[config.mk]
export PLATFORM = sky130hd
export DESIGN_NAME = bitmap_text_pixel_writer_top_flat
export DESIGN_NICKNAME = d
export VERILOG_FILES = /design/src/rtl/btpw_pkg.sv /design/src/rtl/btpw_req_if.sv /design/src/rtl/btpw_rsp_if.sv /design/src/rtl/btpw_csr_if.sv /design/src/rtl/btpw_pixel_unit.sv /design/src/rtl/bitmap_text_pixel_writer_top.sv /design/src/flat_wrapper.sv
export VERILOG_INCLUDE_DIRS = /design/src /design/src/rtl
export SDC_FILE = /design/constraint.sdc
export NUM_CORES = 1
export LEC_CHECK = 0
export BUFFER_PORTS_ARGS = -buffer_cell sky130_fd_sc_hd__buf_4
export CAP_MARGIN = 20
export CORE_ASPECT_RATIO = 1.5
export CORE_UTILIZATION = 50
export CTS_CLUSTER_SIZE = 8
export DETAILED_ROUTE_END_ITERATION = 12
export PLACE_DENSITY_LB_ADDON = 0.05
export SLEW_MARGIN = 20
export SYNTH_ARGS = -nofsm -noshare
export SYNTH_HDL_FRONTEND = slang
export SYNTH_SLANG_ARGS = --single-unit
[constraint.sdc]
create_clock -name clock -period 16.53 [get_ports clock]
set_clock_uncertainty 0.05 [all_clocks]
set_input_delay 2.4795 -clock clock [delete_from_list [all_inputs] [get_ports clock]]
set_output_delay 2.4795 -clock clock [all_outputs]
set_load 0.01 [all_outputs]
[src/rtl/assert_macros.svh]
// Assertion helpers shared by the RTL files that check themselves.
// All checks sample on the rising edge of clock and are off during reset.
`ifndef ASSERT_MACROS_SVH
`define ASSERT_MACROS_SVH

// Same-cycle implication.
`define ASSERT_IMPL(label, ante, cons) \
   label: assert property (@(posedge clock) disable iff (reset) (ante) |-> (cons)) \
      else $error("assertion failed");

// Next-cycle implication.
`define ASSERT_NEXT(label, ante, cons) \
   label: assert property (@(posedge clock) disable iff (reset) (ante) |=> (cons)) \
      else $error("assertion failed");

`endif

[src/rtl/btpw_pkg.sv]
// ----------------------------------------------------------------------------
// btpw_pkg
// Types, register indexes, reset values and the 3x5 glyph table of the
// bitmap text pixel writer.
// ----------------------------------------------------------------------------
`default_nettype none

package btpw_pkg;

   typedef logic signed [15:0] coord_type;
   typedef logic [15:0]        color_type;
   typedef logic [17:0]        pix_addr_type;
   typedef logic [9:0]         dim_type;
   typedef logic [4:0]         cell_type;
   typedef logic [2:0]         csr_addr_type;
   typedef logic [9:0]         csr_data_type;
   typedef logic [14:0]        glyph_type;

   // Offset of one pixel inside the glyph cell, already scaled.
   typedef struct packed {
      logic [2:0] dx;
      logic [3:0] dy;
   } pix_ofs_type;

   localparam csr_addr_type REG_TARGET_WIDTH  = 3'd0;
   localparam csr_addr_type REG_TARGET_HEIGHT = 3'd1;
   localparam csr_addr_type REG_DOUBLE_SIZE   = 3'd2;
   localparam csr_addr_type REG_CELL_WIDTH    = 3'd3;
   localparam csr_addr_type REG_CELL_HEIGHT   = 3'd4;

   localparam dim_type  RST_TARGET_WIDTH  = 10'd128;
   localparam dim_type  RST_TARGET_HEIGHT = 10'd128;
   localparam cell_type RST_CELL_WIDTH    = 5'd4;
   localparam cell_type RST_CELL_HEIGHT   = 5'd6;

   localparam logic KIND_PIXEL  = 1'b0;
   localparam logic KIND_CURSOR = 1'b1;

   localparam logic [7:0] NEWLINE_CODE  = 8'd10;
   localparam glyph_type  UNKNOWN_GLYPH = 15'h7fff;

   localparam logic [15:0] GLYPH_ROM [128] = '{
      16'h0000, 16'h0000, 16'h0000, 16'h0000, 16'h0000, 16'h0000, 16'h0000, 16'h0000,
      16'h0000, 16'h0000, 16'h0000, 16'h0000, 16'h0000, 16'h0000, 16'h0000, 16'h0000,
      16'h0000, 16'h0000, 16'h0000, 16'h0000, 16'h0000, 16'h0000, 16'h0000, 16'h0000,
      16'h0000, 16'h0000, 16'h0000, 16'h0000, 16'h0000, 16'h0000, 16'h0000, 16'h0000,
      16'h0000, 16'h2092, 16'h002d, 16'h5f7d, 16'h2f9f, 16'h52a5, 16'h7adb, 16'h0012,
      16'h224a, 16'h2922, 16'h55d5, 16'h05d0, 16'h1400, 16'h01c0, 16'h2000, 16'h1494,
      16'h7b6f, 16'h7493, 16'h73e7, 16'h79a7, 16'h49ed, 16'h79cf, 16'h7bc9, 16'h4927,
      16'h7bef, 16'h49ef, 16'h0410, 16'h1410, 16'h4454, 16'h0e38, 16'h1511, 16'h21a7,
      16'h636a, 16'h5bef, 16'h7aef, 16'h624e, 16'h7b6b, 16'h72cf, 16'h12cf, 16'h7a4e,
      16'h5bed, 16'h7497, 16'h3497, 16'h5aed, 16'h7249, 16'h5b7f, 16'h5b6b, 16'h3b6e,
      16'h13ef, 16'h676a, 16'h5aef, 16'h39ce, 16'h2497, 16'h6b6d, 16'h2b6d, 16'h7f6d,
      16'h5aad, 16'h79ed, 16'h72a7, 16'h324b, 16'h4491, 16'h6926, 16'h002a, 16'h7000,
      16'h0022, 16'h5f78, 16'h7ad8, 16'h7278, 16'h3b58, 16'h72f8, 16'h12f8, 16'h7a78,
      16'h5f68, 16'h74b8, 16'h34b8, 16'h5ae8, 16'h7248, 16'h5bf8, 16'h5b58, 16'h3b70,
      16'h1f78, 16'h6750, 16'h5778, 16'h3870, 16'h24b8, 16'h6b68, 16'h2f68, 16'h7f68,
      16'h5aa8, 16'h79e8, 16'h7338, 16'h64d6, 16'h2492, 16'h3593, 16'h03e0, 16'h0550
   };

endpackage

`default_nettype wire

[src/rtl/btpw_req_if.sv]
// ----------------------------------------------------------------------------
// btpw_req_if
// Character request channel: valid/ready plus one character and its context.
// ----------------------------------------------------------------------------
`default_nettype none

interface btpw_req_if import btpw_pkg::*; ();
   logic      valid;
   logic      ready;
   logic      start_of_text;
   coord_type origin_x;
   coord_type origin_y;
   color_type ink_color;
   logic [7:0] character;

   modport source (
      output valid, start_of_text, origin_x, origin_y, ink_color, character,
      input  ready
   );
   modport sink (
      input  valid, start_of_text, origin_x, origin_y, ink_color, character,
      output ready
   );
endinterface

`default_nettype wire

[src/rtl/btpw_rsp_if.sv]
// ----------------------------------------------------------------------------
// btpw_rsp_if
// Result channel: pixel writes and the closing cursor report.
// ----------------------------------------------------------------------------
`default_nettype none

interface btpw_rsp_if import btpw_pkg::*; ();
   logic         valid;
   logic         ready;
   logic         kind;
   pix_addr_type pixel_address;
   color_type    pixel_color;
   coord_type    cursor_column;
   logic         last;

   modport source (
      output valid, kind, pixel_address, pixel_color, cursor_column, last,
      input  ready
   );
   modport sink (
      input  valid, kind, pixel_address, pixel_color, cursor_column, last,
      output ready
   );
endinterface

`default_nettype wire

[src/rtl/btpw_csr_if.sv]
// ----------------------------------------------------------------------------
// btpw_csr_if
// Register write channel: valid/ready, register index and write data.
// ----------------------------------------------------------------------------
`default_nettype none

interface btpw_csr_if import btpw_pkg::*; ();
   logic         valid;
   logic         ready;
   csr_addr_type addr;
   csr_data_type wdata;

   modport source (output valid, addr, wdata, input ready);
   modport sink   (input valid, addr, wdata, output ready);
endinterface

`default_nettype wire

[src/rtl/btpw_pixel_unit.sv]
// ----------------------------------------------------------------------------
// btpw_pixel_unit
// Shared pixel unit: offsets the cursor, clips to the target and forms the
// linear framebuffer address.
// ----------------------------------------------------------------------------
`default_nettype none

module btpw_pixel_unit import btpw_pkg::*; (
   input  coord_type    base_x,
   input  coord_type    base_y,
   input  pix_ofs_type  ofs,
   input  dim_type      target_width,
   input  dim_type      target_height,
   output logic         hit,
   output pix_addr_type addr
);

   logic signed [16:0] pos_x;
   logic signed [16:0] pos_y;
   logic [19:0]        row_base;
   logic [20:0]        lin_addr;

   always_comb begin
      pos_x = 17'(base_x) + 17'(signed'({1'b0, ofs.dx}));
      pos_y = 17'(base_y) + 17'(signed'({1'b0, ofs.dy}));
      hit = !pos_x[16] && !pos_y[16]
            && (pos_x[15:0] < {6'd0, target_width})
            && (pos_y[15:0] < {6'd0, target_height});
      row_base = pos_y[9:0] * target_width;
      lin_addr = {1'b0, row_base} + {11'd0, pos_x[9:0]};
      addr = lin_addr[17:0];
   end

endmodule

`default_nettype wire

[src/rtl/bitmap_text_pixel_writer_top.sv]
// ----------------------------------------------------------------------------
// bitmap_text_pixel_writer_top
// Turns characters into framebuffer pixel writes with a 3x5 bitmap font.
// ----------------------------------------------------------------------------
// Usage:
//   req_ch  carries one character request; it is taken while the writer is
//           idle. start_of_text loads origin_x/origin_y into the cursor first.
//   rsp_ch  returns zero or more pixel writes (kind 0) and then one cursor
//           report (kind 1, last 1) for every request.
//   csr_ch  writes target_width, target_height, double_size, cell_width and
//           cell_height; always ready, write only while no request is open.
// Glyph walk:
//   A glyph is walked through the shared pixel unit one bit per cycle at
//   single size while the output register can take a result; in double size
//   a set bit takes one step per 2x2 sub-pixel. A newline skips the walk and
//   goes straight to the cursor report. Every result is loaded into the
//   output register before it is offered on rsp_ch.
// Reset clears the cursor, restores the register defaults and empties the
// output register. A stalled receiver holds the output register and freezes
// the glyph walk until the pending result is taken.
// ----------------------------------------------------------------------------
`default_nettype none

module bitmap_text_pixel_writer_top import btpw_pkg::*; #(
   parameter int unsigned GLYPH_COUNT = 128
) (
   input  wire logic   clock,
   input  wire logic   reset,
   btpw_req_if.sink    req_ch,
   btpw_rsp_if.source  rsp_ch,
   btpw_csr_if.sink    csr_ch
);

   `include "assert_macros.svh"

   localparam logic [1:0] ST_IDLE   = 2'd0;
   localparam logic [1:0] ST_DRAW   = 2'd1;
   localparam logic [1:0] ST_REPORT = 2'd2;

   localparam logic [8:0] GLYPH_LIMIT = 9'(GLYPH_COUNT);

   // configuration registers
   dim_type   width_ff, height_ff;
   logic      double_ff;
   cell_type  cell_w_ff, cell_h_ff;

   // sequencer and cursor state
   logic [1:0] state_ff, state_in;
   coord_type  cursor_x_ff, cursor_x_in;
   coord_type  cursor_y_ff, cursor_y_in;
   coord_type  line_x_ff, line_x_in;
   glyph_type  shape_ff, shape_in;
   logic       newline_ff, newline_in;
   logic [1:0] col_ff, col_in;
   logic [2:0] row_ff, row_in;
   logic [1:0] sub_ff, sub_in;
   color_type  ink_ff, ink_in;

   // output register
   logic         rsp_valid_ff, rsp_valid_in;
   logic         rsp_kind_ff, rsp_kind_in;
   pix_addr_type rsp_addr_ff, rsp_addr_in;
   color_type    rsp_color_ff, rsp_color_in;
   coord_type    rsp_column_ff, rsp_column_in;
   logic         rsp_last_ff, rsp_last_in;

   logic         can_emit;
   logic         step_done;
   glyph_type    glyph_sel;
   pix_ofs_type  pix_ofs;
   logic         pix_hit;
   pix_addr_type pix_addr;
   logic [5:0]   adv_x, adv_y;
   logic signed [17:0] sum_x, sum_y;
   coord_type    sat_x, sat_y;

   assign req_ch.ready = (state_ff == ST_IDLE);
   assign csr_ch.ready = 1'b1;

   assign rsp_ch.valid         = rsp_valid_ff;
   assign rsp_ch.kind          = rsp_kind_ff;
   assign rsp_ch.pixel_address = rsp_addr_ff;
   assign rsp_ch.pixel_color   = rsp_color_ff;
   assign rsp_ch.cursor_column = rsp_column_ff;
   assign rsp_ch.last          = rsp_last_ff;

   // the output register is free now or will be at this edge
   assign can_emit = !rsp_valid_ff || rsp_ch.ready;

   // glyph lookup: table below 128, blank up to the glyph count, solid above
   always_comb begin
      if ({1'b0, req_ch.character} < GLYPH_LIMIT) begin
         if (!req_ch.character[7]) begin
            glyph_sel = GLYPH_ROM[req_ch.character[6:0]][14:0];
         end else begin
            glyph_sel = '0;
         end
      end else begin
         glyph_sel = UNKNOWN_GLYPH;
      end
   end

   // scaled offset of the current sub-pixel inside the cell
   always_comb begin
      if (double_ff) begin
         pix_ofs.dx = {col_ff, sub_ff[0]};
         pix_ofs.dy = {row_ff, sub_ff[1]};
      end else begin
         pix_ofs.dx = {1'b0, col_ff};
         pix_ofs.dy = {1'b0, row_ff};
      end
   end

   btpw_pixel_unit u_pixel (
      .base_x        (cursor_x_ff),
      .base_y        (cursor_y_ff),
      .ofs           (pix_ofs),
      .target_width  (width_ff),
      .target_height (height_ff),
      .hit           (pix_hit),
      .addr          (pix_addr)
   );

   // cursor advance with saturation to the signed 16-bit range
   always_comb begin
      adv_x = double_ff ? {cell_w_ff, 1'b0} : {1'b0, cell_w_ff};
      adv_y = double_ff ? {cell_h_ff, 1'b0} : {1'b0, cell_h_ff};
      sum_x = 18'(cursor_x_ff) + 18'(signed'({1'b0, adv_x}));
      sum_y = 18'(cursor_y_ff) + 18'(signed'({1'b0, adv_y}));
      if (sum_x > 18'sd32767) begin
         sat_x = 16'sh7fff;
      end else if (sum_x < -18'sd32768) begin
         sat_x = 16'sh8000;
      end else begin
         sat_x = sum_x[15:0];
      end
      if (sum_y > 18'sd32767) begin
         sat_y = 16'sh7fff;
      end else if (sum_y < -18'sd32768) begin
         sat_y = 16'sh8000;
      end else begin
         sat_y = sum_y[15:0];
      end
   end

   // a clear bit, single size or the last 2x2 sub-pixel finishes a glyph bit
   assign step_done = !shape_ff[0] || !double_ff || (sub_ff == 2'd3);

   always_comb begin
      state_in      = state_ff;
      cursor_x_in   = cursor_x_ff;
      cursor_y_in   = cursor_y_ff;
      line_x_in     = line_x_ff;
      shape_in      = shape_ff;
      newline_in    = newline_ff;
      col_in        = col_ff;
      row_in        = row_ff;
      sub_in        = sub_ff;
      ink_in        = ink_ff;
      rsp_valid_in  = rsp_valid_ff && !rsp_ch.ready;
      rsp_kind_in   = rsp_kind_ff;
      rsp_addr_in   = rsp_addr_ff;
      rsp_color_in  = rsp_color_ff;
      rsp_column_in = rsp_column_ff;
      rsp_last_in   = rsp_last_ff;

      unique case (state_ff)
         ST_IDLE: begin
            if (req_ch.valid) begin
               // load the origin first, then start the glyph walk or, for a newline, the report
               if (req_ch.start_of_text) begin
                  cursor_x_in = req_ch.origin_x;
                  cursor_y_in = req_ch.origin_y;
                  line_x_in   = req_ch.origin_x;
               end
               newline_in = (req_ch.character == NEWLINE_CODE);
               shape_in   = glyph_sel;
               ink_in     = req_ch.ink_color;
               col_in     = '0;
               row_in     = '0;
               sub_in     = '0;
               state_in   = (req_ch.character == NEWLINE_CODE) ? ST_REPORT : ST_DRAW;
            end
         end
         ST_DRAW: begin
            if (can_emit) begin
               if (shape_ff[0] && pix_hit) begin
                  rsp_valid_in  = 1'b1;
                  rsp_kind_in   = KIND_PIXEL;
                  rsp_addr_in   = pix_addr;
                  rsp_color_in  = ink_ff;
                  rsp_column_in = '0;
                  rsp_last_in   = 1'b0;
               end
               if (step_done) begin
                  // advance to the next glyph bit, row by row
                  sub_in   = '0;
                  shape_in = shape_ff >> 1;
                  if (col_ff == 2'd2) begin
                     col_in = '0;
                     row_in = row_ff + 3'd1;
                  end else begin
                     col_in = col_ff + 2'd1;
                  end
                  if (row_ff == 3'd4 && col_ff == 2'd2) begin
                     state_in = ST_REPORT;
                  end
               end else begin
                  sub_in = sub_ff + 2'd1;
               end
            end
         end
         ST_REPORT: begin
            if (can_emit) begin
               if (newline_ff) begin
                  cursor_x_in   = line_x_ff;
                  cursor_y_in   = sat_y;
                  rsp_column_in = line_x_ff;
               end else begin
                  cursor_x_in   = sat_x;
                  rsp_column_in = sat_x;
               end
               rsp_valid_in = 1'b1;
               rsp_kind_in  = KIND_CURSOR;
               rsp_addr_in  = '0;
               rsp_color_in = '0;
               rsp_last_in  = 1'b1;
               state_in     = ST_IDLE;
            end
         end
         default: begin
            state_in = ST_IDLE;
         end
      endcase
   end

   always_ff @(posedge clock) begin
      if (reset) begin
         state_ff     <= ST_IDLE;
         cursor_x_ff  <= '0;
         cursor_y_ff  <= '0;
         line_x_ff    <= '0;
         newline_ff   <= 1'b0;
         col_ff       <= '0;
         row_ff       <= '0;
         sub_ff       <= '0;
         rsp_valid_ff <= 1'b0;
         width_ff     <= RST_TARGET_WIDTH;
         height_ff    <= RST_TARGET_HEIGHT;
         double_ff    <= 1'b0;
         cell_w_ff    <= RST_CELL_WIDTH;
         cell_h_ff    <= RST_CELL_HEIGHT;
      end else begin
         state_ff     <= state_in;
         cursor_x_ff  <= cursor_x_in;
         cursor_y_ff  <= cursor_y_in;
         line_x_ff    <= line_x_in;
         newline_ff   <= newline_in;
         col_ff       <= col_in;
         row_ff       <= row_in;
         sub_ff       <= sub_in;
         rsp_valid_ff <= rsp_valid_in;
         if (csr_ch.valid) begin
            unique case (csr_ch.addr)
               REG_TARGET_WIDTH:  width_ff  <= csr_ch.wdata;
               REG_TARGET_HEIGHT: height_ff <= csr_ch.wdata;
               REG_DOUBLE_SIZE:   double_ff <= csr_ch.wdata[0];
               REG_CELL_WIDTH:    cell_w_ff <= csr_ch.wdata[4:0];
               REG_CELL_HEIGHT:   cell_h_ff <= csr_ch.wdata[4:0];
               default: begin
                  // drop writes to unmapped indexes
               end
            endcase
         end
      end
   end

   // payload: no reset needed
   always_ff @(posedge clock) begin
      shape_ff      <= shape_in;
      ink_ff        <= ink_in;
      rsp_kind_ff   <= rsp_kind_in;
      rsp_addr_ff   <= rsp_addr_in;
      rsp_color_ff  <= rsp_color_in;
      rsp_column_ff <= rsp_column_in;
      rsp_last_ff   <= rsp_last_in;
   end

   // a taken request closes the intake until its report is loaded
   `ASSERT_NEXT(a_busy_after_accept, req_ch.valid && req_ch.ready, !req_ch.ready)
   // loading the closing report leaves the writer idle
   `ASSERT_NEXT(a_idle_after_report, (state_ff == ST_REPORT) && can_emit, req_ch.ready)
   // 2x2 sub-pixel steps only occur at double size
   `ASSERT_IMPL(a_sub_double, sub_ff != 2'd0, double_ff)
   // pixel writes never carry the end mark
   `ASSERT_IMPL(a_pixel_not_last, rsp_ch.valid && (rsp_ch.kind == KIND_PIXEL), !rsp_ch.last)

endmodule

`default_nettype wire

[src/flat_wrapper.sv]
// flat-port wrapper written by rule: the top's interface ports become plain ports
module bitmap_text_pixel_writer_top_flat import btpw_pkg::*;
#(
   parameter int unsigned GLYPH_COUNT = 128
)
  (clock, reset, req_ch_valid, req_ch_start_of_text, req_ch_origin_x, req_ch_origin_y, req_ch_ink_color, req_ch_character, req_ch_ready, rsp_ch_valid, rsp_ch_kind, rsp_ch_pixel_address, rsp_ch_pixel_color, rsp_ch_cursor_column, rsp_ch_last, rsp_ch_ready, csr_ch_valid, csr_ch_addr, csr_ch_wdata, csr_ch_ready);
  btpw_req_if req_ch_i ();
  btpw_rsp_if rsp_ch_i ();
  btpw_csr_if csr_ch_i ();
  input  wire logic clock;
  input  wire logic reset;
  input wire logic [$bits(req_ch_i.valid)-1:0] req_ch_valid;
  input wire logic [$bits(req_ch_i.start_of_text)-1:0] req_ch_start_of_text;
  input wire logic [$bits(req_ch_i.origin_x)-1:0] req_ch_origin_x;
  input wire logic [$bits(req_ch_i.origin_y)-1:0] req_ch_origin_y;
  input wire logic [$bits(req_ch_i.ink_color)-1:0] req_ch_ink_color;
  input wire logic [$bits(req_ch_i.character)-1:0] req_ch_character;
  output wire logic [$bits(req_ch_i.ready)-1:0] req_ch_ready;
  output wire logic [$bits(rsp_ch_i.valid)-1:0] rsp_ch_valid;
  output wire logic [$bits(rsp_ch_i.kind)-1:0] rsp_ch_kind;
  output wire logic [$bits(rsp_ch_i.pixel_address)-1:0] rsp_ch_pixel_address;
  output wire logic [$bits(rsp_ch_i.pixel_color)-1:0] rsp_ch_pixel_color;
  output wire logic [$bits(rsp_ch_i.cursor_column)-1:0] rsp_ch_cursor_column;
  output wire logic [$bits(rsp_ch_i.last)-1:0] rsp_ch_last;
  input wire logic [$bits(rsp_ch_i.ready)-1:0] rsp_ch_ready;
  input wire logic [$bits(csr_ch_i.valid)-1:0] csr_ch_valid;
  input wire logic [$bits(csr_ch_i.addr)-1:0] csr_ch_addr;
  input wire logic [$bits(csr_ch_i.wdata)-1:0] csr_ch_wdata;
  output wire logic [$bits(csr_ch_i.ready)-1:0] csr_ch_ready;
  assign req_ch_i.valid = req_ch_valid;
  assign req_ch_i.start_of_text = req_ch_start_of_text;
  assign req_ch_i.origin_x = req_ch_origin_x;
  assign req_ch_i.origin_y = req_ch_origin_y;
  assign req_ch_i.ink_color = req_ch_ink_color;
  assign req_ch_i.character = req_ch_character;
  assign req_ch_ready = req_ch_i.ready;
  assign rsp_ch_valid = rsp_ch_i.valid;
  assign rsp_ch_kind = rsp_ch_i.kind;
  assign rsp_ch_pixel_address = rsp_ch_i.pixel_address;
  assign rsp_ch_pixel_color = rsp_ch_i.pixel_color;
  assign rsp_ch_cursor_column = rsp_ch_i.cursor_column;
  assign rsp_ch_last = rsp_ch_i.last;
  assign rsp_ch_i.ready = rsp_ch_ready;
  assign csr_ch_i.valid = csr_ch_valid;
  assign csr_ch_i.addr = csr_ch_addr;
  assign csr_ch_i.wdata = csr_ch_wdata;
  assign csr_ch_ready = csr_ch_i.ready;
  bitmap_text_pixel_writer_top #(.GLYPH_COUNT(GLYPH_COUNT)) u_core (.clock(clock), .reset(reset), .req_ch(req_ch_i), .rsp_ch(rsp_ch_i), .csr_ch(csr_ch_i));
endmodule
Word level (Yosys, flattened, before mapping)
Memories as Yosys holds them, arrays and structs flattened.
Index checks and enable logic that the tools add are counted.
Widths: inputs -> output; s select.

word-level totals
  register bits after elaboration = 172
  latch bits = 0
  bits in writable memories = 0
  ROM bits = 2048
  input bits = 75
  output and inout bits = 55
  word-level logic and storage cells = 156
  memories = 1

cells by class
  add/subtract/negate cells = 8
  multiply operators = 1
  divide/modulo/power cells = 0
  $lt $le $gt $ge = 8
  equality and inequality tests = 19
  shifts and indexed selects = 0
  muxes and demuxes = 64
  bitwise logic cells = 1
  reduce and logical (&&, ||, !) cells = 34

memories
  memory            depth  width  rd ports  clocked after Yosys merged registers in  wr ports  line                                RTL
  (name not given)  128    16     1         0                                        0         bitmap_text_pixel_writer_top.sv:94  glyph_sel = GLYPH_ROM[req_ch.character[6:0]][14:0];

operators by type and width
  operator              number
  $mux 16               17
  $pmux 16 s2           4
  $mux 15               7
  $mux 18               3
  $gt 18x16->1 const B  2
  $lt 18x16->1 const B  2
  $pmux 18 s2           1
  $add 16x7->17         2
  $lt 16x10->1          2
  $pmux 15 s2           1
  $mux 2                12
  $add 18x10->18        1
  $mul 10x10->18        1
  $add 16x4->17         1
  $add 16x5->17         1
  $reduce_and 5->1      3
  $ne 2x1->1 const B    7
  $mux 3                4
  $mux 6                2
  $reduce_and 2->1      6
  $reduce_and 4->1      3
  $eq 8x4->1 const B    1
  $ge 8x8->1 const B    1
  $lt 8x8->1 const B    1
  22 further kinds      50

Longest topological paths before layout
  depth in word-level cells = 10
  mapped depth = 31
  gate-level depth less buffers = 30

Hierarchy
A second synthesis with hierarchy kept.

second synthesis, totals
  cell total of the unflattened synthesis = 1695
  area, all modules = 14567.7 sq um

by module, submodules not included
  module                        times used  cells each  area an instance (sq um)  seq. area each (sq um)
  bitmap_text_pixel_writer_top  1           1138        10008.3                   4264.1
  btpw_pixel_unit               1           557         4559.4                    0.0

Least setup slack after synthesis
Ideal clock, no wire load.

  kind = reg2reg
  start point = register u_core.double_ff
  end point = register u_core.rsp_column_ff[0] (netlist: u_core.rsp_ch.cursor_column[0]) (enable)
  setup time = 0.477 ns
  data arrival time = 6.232 ns
  required time = 16.003 ns
  setup slack = 9.772 ns
  cell stages (with the launch flop) = 16
  period minus slack after synthesis = 6.758 ns
  cell sequence = dfxtp_1 buf_1 mux2_2 ha_1 fa_1 a21oi_1 nand2b_1 xnor2_1 ha_1 a21o_1 a2111oi_0 o21ai_0 a41o_1 nor4_1 o2111ai_1 a21oi_1

on the way
  cells in the longest elaborated chain, start to end = 9
  elaborated cells between the ends (all ways) = 13
  classes of those cells = 2 x add/sub; 2 x order compare; 1 x eq/ne; 1 x mux; 7 x reduce/logical

ends and longest elaborated chain
  element                                                line                                 RTL
  start, declared                                        bitmap_text_pixel_writer_top.sv:44   logic double_ff;
  start signal, assigned                                 bitmap_text_pixel_writer_top.sv:267  REG_DOUBLE_SIZE: double_ff <= csr_ch.wdata[0];
  $mux 7 *                                               bitmap_text_pixel_writer_top.sv:105  if (double_ff) begin
  branches (longest 4 deep; another with $add 16x4->17)  n/a
  $logic_and 1x1->1 *                                    btpw_pixel_unit.sv:28                && (pos_y[15:0] < {6'd0, target_height});
  $logic_and 1x1->1 *                                    bitmap_text_pixel_writer_top.sv:187  if (shape_ff[0] && pix_hit) begin
  $ne 2x1->1 (no line) *                                 n/a
  $reduce_and 4->1 (no line) *                           n/a
  end signal, assigned                                   bitmap_text_pixel_writer_top.sv:285  rsp_column_ff <= rsp_column_in;
  end, declared                                          bitmap_text_pixel_writer_top.sv:64   coord_type rsp_column_ff, rsp_column_in;

Every way passes the cells marked *.
A chain may end at the register's enable or synchronous reset.

Worst setup path in the final report
  start point = register u_core.double_ff
  end point = register u_core.rsp_addr_ff[17] (netlist: u_core.rsp_ch.pixel_address[17]), data pin

on the way
  cells in the longest elaborated chain, start to end = 7
  elaborated cells between the ends (all ways) = 8
  classes of those cells = 3 x add/sub; 1 x mul; 4 x mux

ends and longest elaborated chain
  element               line                                 RTL
  $mux 7 *              bitmap_text_pixel_writer_top.sv:105
  $add 16x5->17         btpw_pixel_unit.sv:25                pos_y = 17'(base_y) + 17'(signed'({1'b0, ofs.dy}));
  $mul 10x10->18        btpw_pixel_unit.sv:29                row_base = pos_y[9:0] * target_width;
  $add 18x10->18 *      btpw_pixel_unit.sv:30                lin_addr = {1'b0, row_base} + {11'd0, pos_x[9:0]};
  $mux 18 *             bitmap_text_pixel_writer_top.sv:187
  $mux 18 *             bitmap_text_pixel_writer_top.sv:186  if (can_emit) begin
  $pmux 18 s2 *         bitmap_text_pixel_writer_top.sv:167  unique case (state_ff)
  end signal, assigned  bitmap_text_pixel_writer_top.sv:283  rsp_addr_ff <= rsp_addr_in;
  end, declared         bitmap_text_pixel_writer_top.sv:62   pix_addr_type rsp_addr_ff, rsp_addr_in;

Mark *: on every way between the ends. The rest lies on a longest branch, timed or not. The select of a mux whose other input is x is not followed.

==> results by group <==
Critical path
  – Worst setup path endpoint: u_core.rsp_ch.pixel_address[17]
  – CP Launch Point: u_core.double_ff
  – Largest stage delay on the critical path: 820 ps
  – R2r setup slk: 8920 ps
  – Slowest cell on crit path: dfxtp_1
  – CP cell instances: mux2_2 > ha_1 > nand4_1 > o211ai_1 > nand2_1 > xnor2_1 > nand2_1 > fa_1 > inv_1 > fa_1 > fa_1 > fa_1 > inv_1 > fa_1 > inv_1 > ha_1 > a21oi_1 > o21ai_0 > o311a_1 > a211oi_1 > a21oi_1 > xnor2_1 > nor2_1
  – R2r startpoint: u_core.double_ff
  – Stages on the worst setup path: 23
  – RR Endpoint: u_core.rsp_ch.pixel_address[17]
  – Most used cell, CP: fa_1
  – Worst R2R Path Depth: 23
  – Kind of end point of the critical path: flip-flop
  – Worst path required time: 16660 ps
  – Crit Path Class: flip-flop to flip-flop
  – Arr. time, crit path: 7740 ps
  – Buffers & Inverters on Critical Path: 3
  – CP max FO: 23
  – Top delay family on crit path: adder cells
  – Startpoint types: flip-flop

Clocking
  – Post-CTS Setup Bufs: 0
  – Root Buffer: clkbuf_16
  – CTS resizes: 0
  – TritonCTS clock tree: yes
  – Clk sinks: 172
  – Worst-Skew Late Latency: 460 ps
  – # H-tree levels: 4
  – CTS Buf Count: 17
  – Cts hold-fix bufs: 0
  – Max clock buf depth: 2
  – Clk slew on worst S/H paths: 70 ps

Place
  – HPWL after detailed placement: ~34000 um
  – Gp weighted congestion: 0.974
  – I/O Buffers: 128

Synthesis
  – Top cells by area, synth: edfxtp_1 17%, dfxtp_1 12%, fa_1 11%
  – Synth Area in Simple Gates: 18.1%
  – Synth warn: 0
  – Ys flop type: dfxtp_1
  – Mapped Avg Cell Area: roughly 8.6 um2
  – Mux contribution to synthesized area: 2.26%
  – Post-synthesis sequential area ratio: between 20% and 30%
  – Synth Register Bits: 172
  – Compound-gate portion of the synthesized area: 20.4%
  – Most frequent cell after synthesis: nand2_1
  – Synth top area share: 16.9%
  – Post-Synth XOR/XNOR Area: ~3.2%
  – FFs w/ async S/R, synth: 0%
  – Synthesized cell area: ~0.015 mm2
  – Post-Syn Instances: 1697
  – Post-synth EDFFs: 82
  – Top cells by instance count after synthesis: 218 x nand2_1, 155 x inv_1, 132 x a21oi_1
  – Largest family of logic cells by synthesized area: compound AO/OA/AOI/OAI gates
  – Area leader, netlist: edfxtp_1
  – Library cells used by synthesis: 88
  – Syn Nets: 1952
  – Synth Area in Adders: 19.5%

Finish
  – Fill cells: ~2700
  – Area growth syn-to-layout: 11.1%
  – Share of layout cells above drive strength 1: 12.6%
  – Storage cell area: 0.00426 mm2
  – Area of the multi-input gates: 0.00925 mm2
  – Diodes inserted: 0
  – Layout Utilization: 56.4%
  – Final-stage net count: 2001

Min path
  – Min-delay worst type: flip-flop to flip-flop

Global routing
  – Largest net degree at the start of global routing: 75
  – GRT Util Overall: 30.1%
  – First-pass GRT wire length: 68400 um
  – Grt total ovfl: 0
  – Vias in the first global route: 12800
  – Initial antenna violation count: 0

Power
  – P per Cell Area: between 100 and 150 mW/mm2
  – Cell Int Power: 1020 uW
  – VDD IR max: 114 uV
  – Switch Pwr: 637 uW
  – Switching Fraction: 38.5%
  – Combinational fraction of design power: 37.6%
  – Clock network power share: 24.5%
  – Reg power frac: 37.9%
  – Leakage Power: around 0.0069 uW

STA
  – Setup TNS Final: 0 ps
  – Slew margin rel.: 28.4%
  – Worst Max-Slew Pin Slew: 1070 ps
  – Final period utilization: 46.0%
  – Hold Violations, Final: 0
  – Final Max Tran Viols: 0
  – Final setup fails: 0
  – RSZ-0062 raised after global routing: no
  – Top achievable clock speed: 0.131 GHz
  – Minimum clock period: between 7000 and 8000 ps

Routing
  – Total number of vias: 12700
  – WL met3: a little under 2000 um
  – Vias/cell: 5.91
  – WL/cell: 20.5 um
  – Highest Signal Layer: met4
  – First-pass iteration count of the detailed router: 5
  – Routed WL: approximately 44000 um
  – Post-DRT Antenna Nets: 0
  – Metal2 WL: 23300 um
  – DRC errors left: 0
  – Detailed Route Iter0 Violations: 810
  – Met1 Routed Length: around 16000 um

Die
  – Core Rows: 76
  – IO Pins: 130
  – Die Width: around 140 um
  – Chip height: 211 um
  – Initial Util: 50.7%
  – Die area: between 0.02 and 0.03 mm2
  – Core area: between 0.02 and 0.03 mm2

Run
  – Maxcap violations: 0

Outcome
  – Status: completed
==> logic make-up after synthesis <==
group | count (synthesis)
buffers and inverters | 262
muxes | 30
xor gates and xnor gates | 51
DFF | 172
other | 1
adders and majority gates | 181
AOI/OAI and AO/OA | 448
and+or+nand+nor | 552
==> layout by cell type (no fill, tap or decap), types with 16 or more instances in the layout <==
cell / Yosys / layout
dfxtp_1: 90 / 90
nand2b_1: 19 / 19
a211oi_1: 31 / 31
buf_4: 3 / 136
a21oi_1: 132 / 131
xnor2_1: 31 / 31
inv_1: 155 / 155
fa_1: 77 / 77
mux2i_1: 16 / 16
and2_1: 52 / 52
nand3_1: 29 / 29
edfxtp_1: 82 / 82
nor2_1: 113 / 113
clkbuf_16: 0 / 17
nor2b_1: 37 / 37
o21ai_0: 92 / 92
nor3_1: 26 / 26
a21o_1: 32 / 32
o211ai_1: 18 / 18
nand2_1: 218 / 218
ha_1: 103 / 102
xor2_1: 19 / 19
o21a_1: 19 / 19
==> worst reg2reg max path: stages, from the launching register on <==
cell,delay [ps]
dfxtp_1,820
mux2_2,420
ha_1,350
nand4_1,100
o211ai_1,410
nand2_1,120
xnor2_1,740
nand2_1,170
fa_1,540
inv_1,50
fa_1,510
fa_1,440
fa_1,540
inv_1,50
fa_1,530
inv_1,40
ha_1,350
a21oi_1,140
o21ai_0,150
o311a_1,340
a211oi_1,200
a21oi_1,80
xnor2_1,130
nor2_1,50
==> metal layers <==
metal	vias up	global-route usage, %
li1	5999	-
met1	6112	32.1
met2	465	56.5
met3	125	3.65
met4	0	17.2
met5	-	0
==> metrics by stage <==
stage	instances	instance area, um2	total power (uW)	hold slack (ps)	setup slack (ps)
5_1_grt	2149	16200	1750	425	8480
2_1_floorplan	1697	14600	1050	383	9770
6_report	2149	16200	1650	401	8920
4_1_cts	2149	16200	1660	405	8910
3_5_place_dp	2117	15600	1260	395	8920
3_3_place_gp	2117	15600	1240	391	9110
==> power by group through the flow <==
stage / clock network, uW / registers [uW] / logic (uW)
after floorplan: 0 / 622 / 426
after global placement: 0 / 634 / 610
after detailed placement: 0 / 636 / 621
final: 405 / 627 / 621
after global routing: 425 / 637 / 691
after CTS: 413 / 627 / 624
==> cell type report <==
class                      count  share of cell area [%]
multi-input combinational   1263                    57.1
sequential                   172                    26.3
timing repair buffer         136                    6.31
inverter                     156                    3.62
tap                          390                    3.01
clock buffer                  20                    2.78
clock inverter                12                   0.788
==> registers in the layout, summed over array words and instances, names as in the netlist <==
register and count:
u_core.rsp_ch.pixel_color 16, u_core.rsp_ch.kind 1, u_core.line_x_ff 16, u_core.rsp_ch.valid 1, u_core.row_ff 3, u_core.height_ff 10
u_core.ink_ff 16, u_core.shape_ff 15, u_core.rsp_ch.pixel_address 18, u_core.sub_ff 2, u_core.state_ff 2, u_core.col_ff 2
u_core.cell_h_ff 5, u_core.rsp_ch.cursor_column 16, u_core.newline_ff 1, u_core.cursor_y_ff 16, u_core.cursor_x_ff 16, u_core.width_ff 10
u_core.cell_w_ff 5, u_core.double_ff 1
==> how the worst min path moves through the flow <==
| stage | cells past startpoint | end | startpoint |
|---|---|---|---|
| 2_1_floorplan | 2 | u_core.line_x_ff[11] | u_core.line_x_ff[11] |
| 3_3_place_gp | 2 | u_core.line_x_ff[11] | u_core.line_x_ff[11] |
| 3_5_place_dp | 2 | u_core.line_x_ff[13] | u_core.line_x_ff[13] |
| 4_1_cts | 2 | u_core.line_x_ff[13] | u_core.line_x_ff[13] |
| 5_1_grt | 2 | u_core.line_x_ff[11] | u_core.line_x_ff[11] |
| 6_report | 2 | u_core.line_x_ff[11] | u_core.line_x_ff[11] |
No activity file was read; power rests on OpenSTA's default activity.
